===== src/rtl/gspe_pkg.sv =====
// ----------------------------------------------------------------------------
// gspe_pkg
// Shared types, codes, constants and constant tables of the gas sensor
// concentration estimator.
// ----------------------------------------------------------------------------
package gspe_pkg;

  localparam int READ_SAMPLES   = 8;
  localparam int CAL_SAMPLES    = 64;
  localparam int ADC_FULL_SCALE = 1023;

  localparam int ADC_FS_W   = 12;
  localparam int SUM_W      = 40;
  localparam int COUNT_W    = 7;
  localparam int DIV_N_W    = 48;
  localparam int DIV_D_W    = 32;
  localparam int EXP_STEPS  = 16;
  localparam int GAS_COUNT  = 3;

  localparam logic [ADC_FS_W-1:0] ADC_FS = ADC_FS_W'(ADC_FULL_SCALE);
  localparam logic signed [15:0]  LOG10_2_Q16 = 16'sd19728;
  localparam logic signed [18:0]  LOG2_10_Q16 = 19'sd217706;

  // request codes
  localparam logic [1:0] REQ_CAL   = 2'd0;
  localparam logic [1:0] REQ_MEAS  = 2'd1;
  localparam logic [1:0] REQ_CLEAR = 2'd2;
  localparam logic [1:0] REQ_NONE  = 2'd3;

  // result status codes
  localparam logic [1:0] STATUS_READY    = 2'd0;
  localparam logic [1:0] STATUS_CAL_DONE = 2'd1;
  localparam logic [1:0] STATUS_NOT_CAL  = 2'd2;

  // register indexes
  localparam logic [2:0] REG_LPG_CURVE   = 3'd0;
  localparam logic [2:0] REG_CO_CURVE    = 3'd1;
  localparam logic [2:0] REG_SMOKE_CURVE = 3'd2;
  localparam logic [2:0] REG_LOAD_RES    = 3'd3;
  localparam logic [2:0] REG_CLEAN_AIR   = 3'd4;

  localparam logic [15:0] LOAD_RES_RESET  = 16'd1280;
  localparam logic [15:0] CLEAN_AIR_RESET = 16'd2516;

  typedef struct packed {
    logic [47:0] lpg_curve;
    logic [47:0] co_curve;
    logic [47:0] smoke_curve;
    logic [15:0] load_resistance;
    logic [15:0] clean_air_factor;
  } gspe_cfg_t;

  typedef enum logic [4:0] {
    OP_NONE,
    OP_LOAD,
    OP_CLEAR,
    OP_NOCAL,
    OP_SAMPLE,
    OP_ACCUM,
    OP_MEAN,
    OP_RO_DIV,
    OP_RO_SET,
    OP_RATIO_DIV,
    OP_RATIO_SET,
    OP_NORM,
    OP_LOG_INIT,
    OP_LOG_STEP,
    OP_LOG_SCALE,
    OP_GAS_START,
    OP_GAS_SIGN,
    OP_GAS_MUL,
    OP_GAS_CHECK,
    OP_EXP_STEP,
    OP_GAS_FINISH,
    OP_GAS_NEXT,
    OP_EMIT
  } gspe_op_t;

  typedef struct packed {
    logic [1:0] req;
    logic       is_cal;
    logic       kind;
    logic       window_full;
    logic       div_done;
    logic       norm_done;
    logic       log_last;
    logic       slope_zero;
    logic       f_sat;
    logic       f_small;
    logic       exp_last;
    logic       gas_last;
    logic       out_free;
  } gspe_stat_t;

  typedef enum logic [4:0] {
    S_IDLE,
    S_DECODE,
    S_SAMPLE_WAIT,
    S_CHECK,
    S_MEAN_WAIT,
    S_RO_WAIT,
    S_RATIO_WAIT,
    S_NORM,
    S_LOG,
    S_SCALE,
    S_GAS_START,
    S_GAS_WAIT,
    S_GAS_MUL,
    S_GAS_CHECK,
    S_EXP,
    S_GAS_FINISH,
    S_GAS_NEXT,
    S_EMIT
  } gspe_state_t;

  function automatic logic [63:0] isqrt64(input logic [63:0] v_in);
    logic [63:0] v;
    logic [63:0] r;
    logic [63:0] b;
    v = v_in;
    r = '0;
    b = 64'h4000_0000_0000_0000;
    for (int n = 0; n < 32; n++) begin
      if (v >= r + b) begin
        v = v - (r + b);
        r = (r >> 1) + b;
      end else begin
        r = r >> 1;
      end
      b = b >> 2;
    end
    return r;
  endfunction

  // Q30 value of 2^(2^-k)
  function automatic logic [31:0] exp2_root(input int k);
    logic [63:0] s;
    s = 64'h8000_0000;
    for (int n = 1; n <= k; n++) begin
      s = isqrt64(s << 30);
    end
    return s[31:0];
  endfunction

  localparam logic [31:0] EXP2_ROOT [EXP_STEPS] = '{
    exp2_root(1),  exp2_root(2),  exp2_root(3),  exp2_root(4),
    exp2_root(5),  exp2_root(6),  exp2_root(7),  exp2_root(8),
    exp2_root(9),  exp2_root(10), exp2_root(11), exp2_root(12),
    exp2_root(13), exp2_root(14), exp2_root(15), exp2_root(16)
  };

endpackage


===== src/rtl/gspe_ctrl.sv =====
// ----------------------------------------------------------------------------
// gspe_ctrl
// Sequencer: walks each sample through the datapath operations.
// ----------------------------------------------------------------------------
module gspe_ctrl (
  input  logic                 clk,
  input  logic                 rst,
  input  logic                 sample_valid,
  output logic                 sample_ready,
  input  gspe_pkg::gspe_stat_t st,
  output gspe_pkg::gspe_op_t   op
);

  gspe_pkg::gspe_state_t state;
  gspe_pkg::gspe_state_t state_next;

  always_ff @(posedge clk) begin
    if (rst) begin
      state <= gspe_pkg::S_IDLE;
    end else begin
      state <= state_next;
    end
  end

  always_comb begin
    state_next   = state;
    op           = gspe_pkg::OP_NONE;
    sample_ready = 1'b0;
    unique case (state)
      gspe_pkg::S_IDLE: begin
        sample_ready = 1'b1;
        if (sample_valid) begin
          op         = gspe_pkg::OP_LOAD;
          state_next = gspe_pkg::S_DECODE;
        end
      end
      gspe_pkg::S_DECODE: begin
        unique case (st.req)
          gspe_pkg::REQ_CLEAR: begin
            op         = gspe_pkg::OP_CLEAR;
            state_next = gspe_pkg::S_IDLE;
          end
          gspe_pkg::REQ_CAL, gspe_pkg::REQ_MEAS: begin
            if (st.req == gspe_pkg::REQ_MEAS && !st.is_cal) begin
              op         = gspe_pkg::OP_NOCAL;
              state_next = gspe_pkg::S_EMIT;
            end else begin
              op         = gspe_pkg::OP_SAMPLE;
              state_next = gspe_pkg::S_SAMPLE_WAIT;
            end
          end
          default: begin
            state_next = gspe_pkg::S_IDLE;
          end
        endcase
      end
      gspe_pkg::S_SAMPLE_WAIT: begin
        if (st.div_done) begin
          op         = gspe_pkg::OP_ACCUM;
          state_next = gspe_pkg::S_CHECK;
        end
      end
      gspe_pkg::S_CHECK: begin
        if (st.window_full) begin
          op         = gspe_pkg::OP_MEAN;
          state_next = gspe_pkg::S_MEAN_WAIT;
        end else begin
          state_next = gspe_pkg::S_IDLE;
        end
      end
      gspe_pkg::S_MEAN_WAIT: begin
        if (st.div_done) begin
          if (st.kind) begin
            op         = gspe_pkg::OP_RATIO_DIV;
            state_next = gspe_pkg::S_RATIO_WAIT;
          end else begin
            op         = gspe_pkg::OP_RO_DIV;
            state_next = gspe_pkg::S_RO_WAIT;
          end
        end
      end
      gspe_pkg::S_RO_WAIT: begin
        if (st.div_done) begin
          op         = gspe_pkg::OP_RO_SET;
          state_next = gspe_pkg::S_EMIT;
        end
      end
      gspe_pkg::S_RATIO_WAIT: begin
        if (st.div_done) begin
          op         = gspe_pkg::OP_RATIO_SET;
          state_next = gspe_pkg::S_NORM;
        end
      end
      gspe_pkg::S_NORM: begin
        if (st.norm_done) begin
          op         = gspe_pkg::OP_LOG_INIT;
          state_next = gspe_pkg::S_LOG;
        end else begin
          op = gspe_pkg::OP_NORM;
        end
      end
      gspe_pkg::S_LOG: begin
        op = gspe_pkg::OP_LOG_STEP;
        if (st.log_last) begin
          state_next = gspe_pkg::S_SCALE;
        end
      end
      gspe_pkg::S_SCALE: begin
        op         = gspe_pkg::OP_LOG_SCALE;
        state_next = gspe_pkg::S_GAS_START;
      end
      gspe_pkg::S_GAS_START: begin
        op         = gspe_pkg::OP_GAS_START;
        state_next = st.slope_zero ? gspe_pkg::S_GAS_NEXT : gspe_pkg::S_GAS_WAIT;
      end
      gspe_pkg::S_GAS_WAIT: begin
        if (st.div_done) begin
          op         = gspe_pkg::OP_GAS_SIGN;
          state_next = gspe_pkg::S_GAS_MUL;
        end
      end
      gspe_pkg::S_GAS_MUL: begin
        op         = gspe_pkg::OP_GAS_MUL;
        state_next = gspe_pkg::S_GAS_CHECK;
      end
      gspe_pkg::S_GAS_CHECK: begin
        op         = gspe_pkg::OP_GAS_CHECK;
        state_next = (st.f_sat || st.f_small) ? gspe_pkg::S_GAS_NEXT : gspe_pkg::S_EXP;
      end
      gspe_pkg::S_EXP: begin
        op = gspe_pkg::OP_EXP_STEP;
        if (st.exp_last) begin
          state_next = gspe_pkg::S_GAS_FINISH;
        end
      end
      gspe_pkg::S_GAS_FINISH: begin
        op         = gspe_pkg::OP_GAS_FINISH;
        state_next = gspe_pkg::S_GAS_NEXT;
      end
      gspe_pkg::S_GAS_NEXT: begin
        if (st.gas_last) begin
          state_next = gspe_pkg::S_EMIT;
        end else begin
          op         = gspe_pkg::OP_GAS_NEXT;
          state_next = gspe_pkg::S_GAS_START;
        end
      end
      gspe_pkg::S_EMIT: begin
        if (st.out_free) begin
          op         = gspe_pkg::OP_EMIT;
          state_next = gspe_pkg::S_IDLE;
        end
      end
      default: begin
        state_next = gspe_pkg::S_IDLE;
      end
    endcase
  end

endmodule


===== config.mk =====
export PLATFORM = sky130hd
export DESIGN_NAME = gspe_ctrl
export DESIGN_NICKNAME = d
export VERILOG_FILES = /design/src/rtl/gspe_pkg.sv /design/src/rtl/gspe_ctrl.sv
export SDC_FILE = /design/constraint.sdc
export NUM_CORES = 1
export LEC_CHECK = 0
export BUFFER_PORTS_ARGS = -buffer_cell sky130_fd_sc_hd__buf_2
export CAP_MARGIN = 5
export CORE_ASPECT_RATIO = 1.5
export CORE_MARGIN = 5
export CORE_UTILIZATION = 45
export DETAILED_ROUTE_END_ITERATION = 8
export PLACE_DENSITY = 0.79
export RECOVER_POWER = 25
export SLEW_MARGIN = 20
export SYNTH_ARGS = -nofsm -noshare
export SYNTH_HDL_FRONTEND = slang
export SYNTH_SLANG_ARGS = --single-unit

===== constraint.sdc =====
create_clock -name clk -period 3.9 [get_ports clk]
set_clock_uncertainty 0.2 [all_clocks]
set_input_delay 0.78 -clock clk [delete_from_list [all_inputs] [get_ports clk]]
set_output_delay 0.78 -clock clk [all_outputs]
set_load 0.01 [all_outputs]

==> run_results.csv <==
group,metric,value,unit
clock_network,path_clk_slew,40,ps
floorplan,die_w,46.8,µm
layout,area_growth,10.5,%
layout,largest_register_ffs,5,
clock_network,ctsResizeCount,0,
route,drcViolationCount,0,
clock_network,htree_levels,1,
clock_network,cts_root_buf,"clkbuf_4",
clock_network,cts_setup_buffers,0,
route,vias,1090,
worst_setup_path,critPathCapture,"op[1]",
floorplan,dieArea,3050,µm²
place,pre_cts_ws,917,ps
global_route,grtUsageMet1,22.8,%
power_and_ir_drop,seqPwrFrac,26.3,%
sta,layout_setup_ws,687,ps
yosys,synth_edf_count,0,
route,drtPass1Iterations,4,
yosys,synth-seq-cells,5,
worst_setup_path,worstPathCellList,"nand2b_1, nor3_1, nand2_1, o311a_1, or3b_1, buf_2",
floorplan,rows,20,
worst_setup_path,start_kind,"register",
sta,hold_viol,0,
clock_network,cts_buffers,3,
place,gp_congestion,0.869,
global_route,grt_util_all_layers,18.4,%
clock_network,cts_tree,"built",
global_route,antenna_found_initial,0,
yosys,synth_cell_types,49,
floorplan,core,1980,µm²
layout,top_register,"state",
place,port_buffers,22,
global_route,grt_pass1_vias,1026,
power_and_ir_drop,power_frac_clock,16.1,%
yosys,ys_seq_area_share,11.0,%
yosys,post_synth.cell_area_avg,7.14,µm²
layout,largestRegisters,"state (5)",
global_route,gr-usage-met2,30.1,%
yosys,synthCells,128,
sta,layout_min_cycle_time,3210,ps
global_route,grt_use_met3,1.92,%
worst_setup_path,cp.arrival,2230,ps
yosys,synth_fp_nets,145,
sta,final.setup.tns,0,ps
layout,instances_no_fill,166,
route,drt_iter0_markers,30,
yosys,synthArstFlopShare,0,%
route,viasPerCell,6.57,
worst_setup_path,end_kind,"output port",
worst_setup_path,r2r_end,"state[3]",
clock_network,cts_hold_buf,0,
worst_setup_path,worstPathRequired,2920,ps
route,wl_per_cell,15.5,µm
worst_setup_path,r2r_slack,1090,ps
sta,max_slew_margin,48.6,%
yosys,synth-main-ff-cell,"dfxtp_1",
global_route,globalRouteOverflowTotal,0,
min_path,hp-class,"reg -> reg",
layout,nFillCells,206,
worst_setup_path,slowest_stage,"dfxtp_1",
yosys,yosys_warnings,0,
place,place_hpwl,2000,µm
power_and_ir_drop,comb_power_share,57.6,%
layout,diodes,0,
outcome,outcome,"complete, no violations",
layout,layout.nets,162,
sta,grt_setup_unrepaired,"no",
clock_network,clock_path_buffers,2,
floorplan,start_util,46.2,%
sta,slew_violations,0,
worst_setup_path,critPathMaxFanout,23,
power_and_ir_drop,p_switching,0.167,mW
power_and_ir_drop,peakVddDrop,0.000229,V
floorplan,io_pins,23,
yosys,syn-cell-area,913,µm²
floorplan,die_height,65.2,µm
power_and_ir_drop,p_per_area,354,nW/µm²
power_and_ir_drop,leakage,0.366,nW
route,drt-total-wl,2570,µm
sta,worst_pin_slew,770,ps
global_route,grt_pass1_wl,4370,µm
global_route,grt-busiest-layer,"met2",
power_and_ir_drop,intPower,0.191,mW
worst_setup_path,worstRegToRegCells,6,
sta,period_share,82.4,%
worst_setup_path,reg2reg_from,"state[2]",
worst_setup_path,startpoint,"state[1]",
sta,fmax,311,MHz
sta,setup_viol,0,
flow_run,maxCapViolCount,0,
clock_network,insertion_delay,240,ps
place,numPlacedInstances,162,
worst_setup_path,max_stage_delay,780,ps
power_and_ir_drop,switching_share,46.7,%
clock_network,cts_sinks,5,
sta,whs,542,ps
route,ant_nets,0,
layout,drive_gt1_share,22.9,%
global_route,grt_max_degree,25,
worst_setup_path,worstSetupPathType,"reg -> out",
## cell usage in the layout, fill, tap and decap left out, types with 3 or more instances in the layout
cell type	netlist	final
a21oi_1	8	8
a32o_1	3	3
buf_2	6	22
clkbuf_4	0	3
dfxtp_1	5	5
inv_1	4	4
nand2_1	9	9
nand2b_1	6	6
nor2_1	11	11
nor2b_1	5	5
nor3_1	4	4
o21ai_0	7	7
o31ai_1	3	3
or3_1	3	3
or4_1	4	4
## power groups by stage
| stage | Sequential (mW) | Clock (mW) | Combinational (mW) |
|---|---|---|---|
| final | 0.0939 | 0.0576 | 0.206 |
| after global routing | 0.0978 | 0.0622 | 0.230 |
| after CTS | 0.0932 | 0.0606 | 0.211 |
| after detailed placement | 0.0944 | 0 | 0.210 |
| after global placement | 0.0921 | 0 | 0.205 |
| after floorplan | 0.0656 | 0 | 0.179 |
## worst min path at each step
stage               startpoint  endpoint  slack (ps)  cells after the start
detailed placement    state[0]  state[0]         540                      1
CTS                   state[0]  state[0]         540                      1
global placement      state[0]  state[0]         510                      1
finish                state[0]  state[0]         540                      1
global route               rst  state[4]         570                      2
floorplan             state[3]  state[4]         500                      3
## cell type report
type	count	area, µm²	share of cell area [%]
multi-input combinational	106	712	70.5
timing repair buffer	25	129	12.8
sequential	5	100	9.91
tap	22	27.5	2.73
clock buffer	4	26.3	2.60
inverter	4	15.0	1.49
## per-stage QoR
stage               util [%]  total power, mW  instance area, µm²
finish                  51.1            0.357                1010
global route            51.1            0.390                1010
CTS                     52.0            0.364                1030
detailed placement      50.7            0.304                1000
global placement        50.7            0.297                1000
floorplan                  -            0.245                 913
## worst max-delay path: cells and delay by family, from the launching register on
kind,cells,cell delay (ps)
compound gates,1,200
buf+inv,1,150
flops,1,780
simple gates,4,860
## Yosys cell counts (3+ instances only)
cell type | number | area share [%]
a21oi_1 | 8 | 4.4
a32o_1 | 3 | 3.3
buf_2 | 6 | 3.3
clkbuf_1 | 4 | 1.6
dfxtp_1 | 5 | 11
inv_1 | 4 | 1.6
nand2_1 | 9 | 3.7
nand2b_1 | 6 | 4.1
nor2_1 | 11 | 4.5
nor2b_1 | 5 | 3.4
nor3_1 | 4 | 2.2
o21ai_0 | 7 | 3.8
o31ai_1 | 3 | 2.5
or3_1 | 3 | 2.1
or4_1 | 4 | 3.3
## metal layers
metal  up-vias  part of all wire (%)  wire [µm]
li1        530                     -          -
met1       501                    39        989
met2        51                    53       1360
met3         8                   6.4        164
met4         0                   2.2         57
met5         -                     0          0
## logic make-up after synthesis
| kind of cell | synth area share, % |
|---|---|
| buffers and inverters | 9.45 |
| multiplexers | 3.42 |
| AND/OR/NAND/NOR | 40.0 |
| AO/OA/AOI/OAI | 35.2 |
| flip-flops | 11.0 |
| XOR/XNOR | 0.959 |
(Power assumes the default switching activity.)
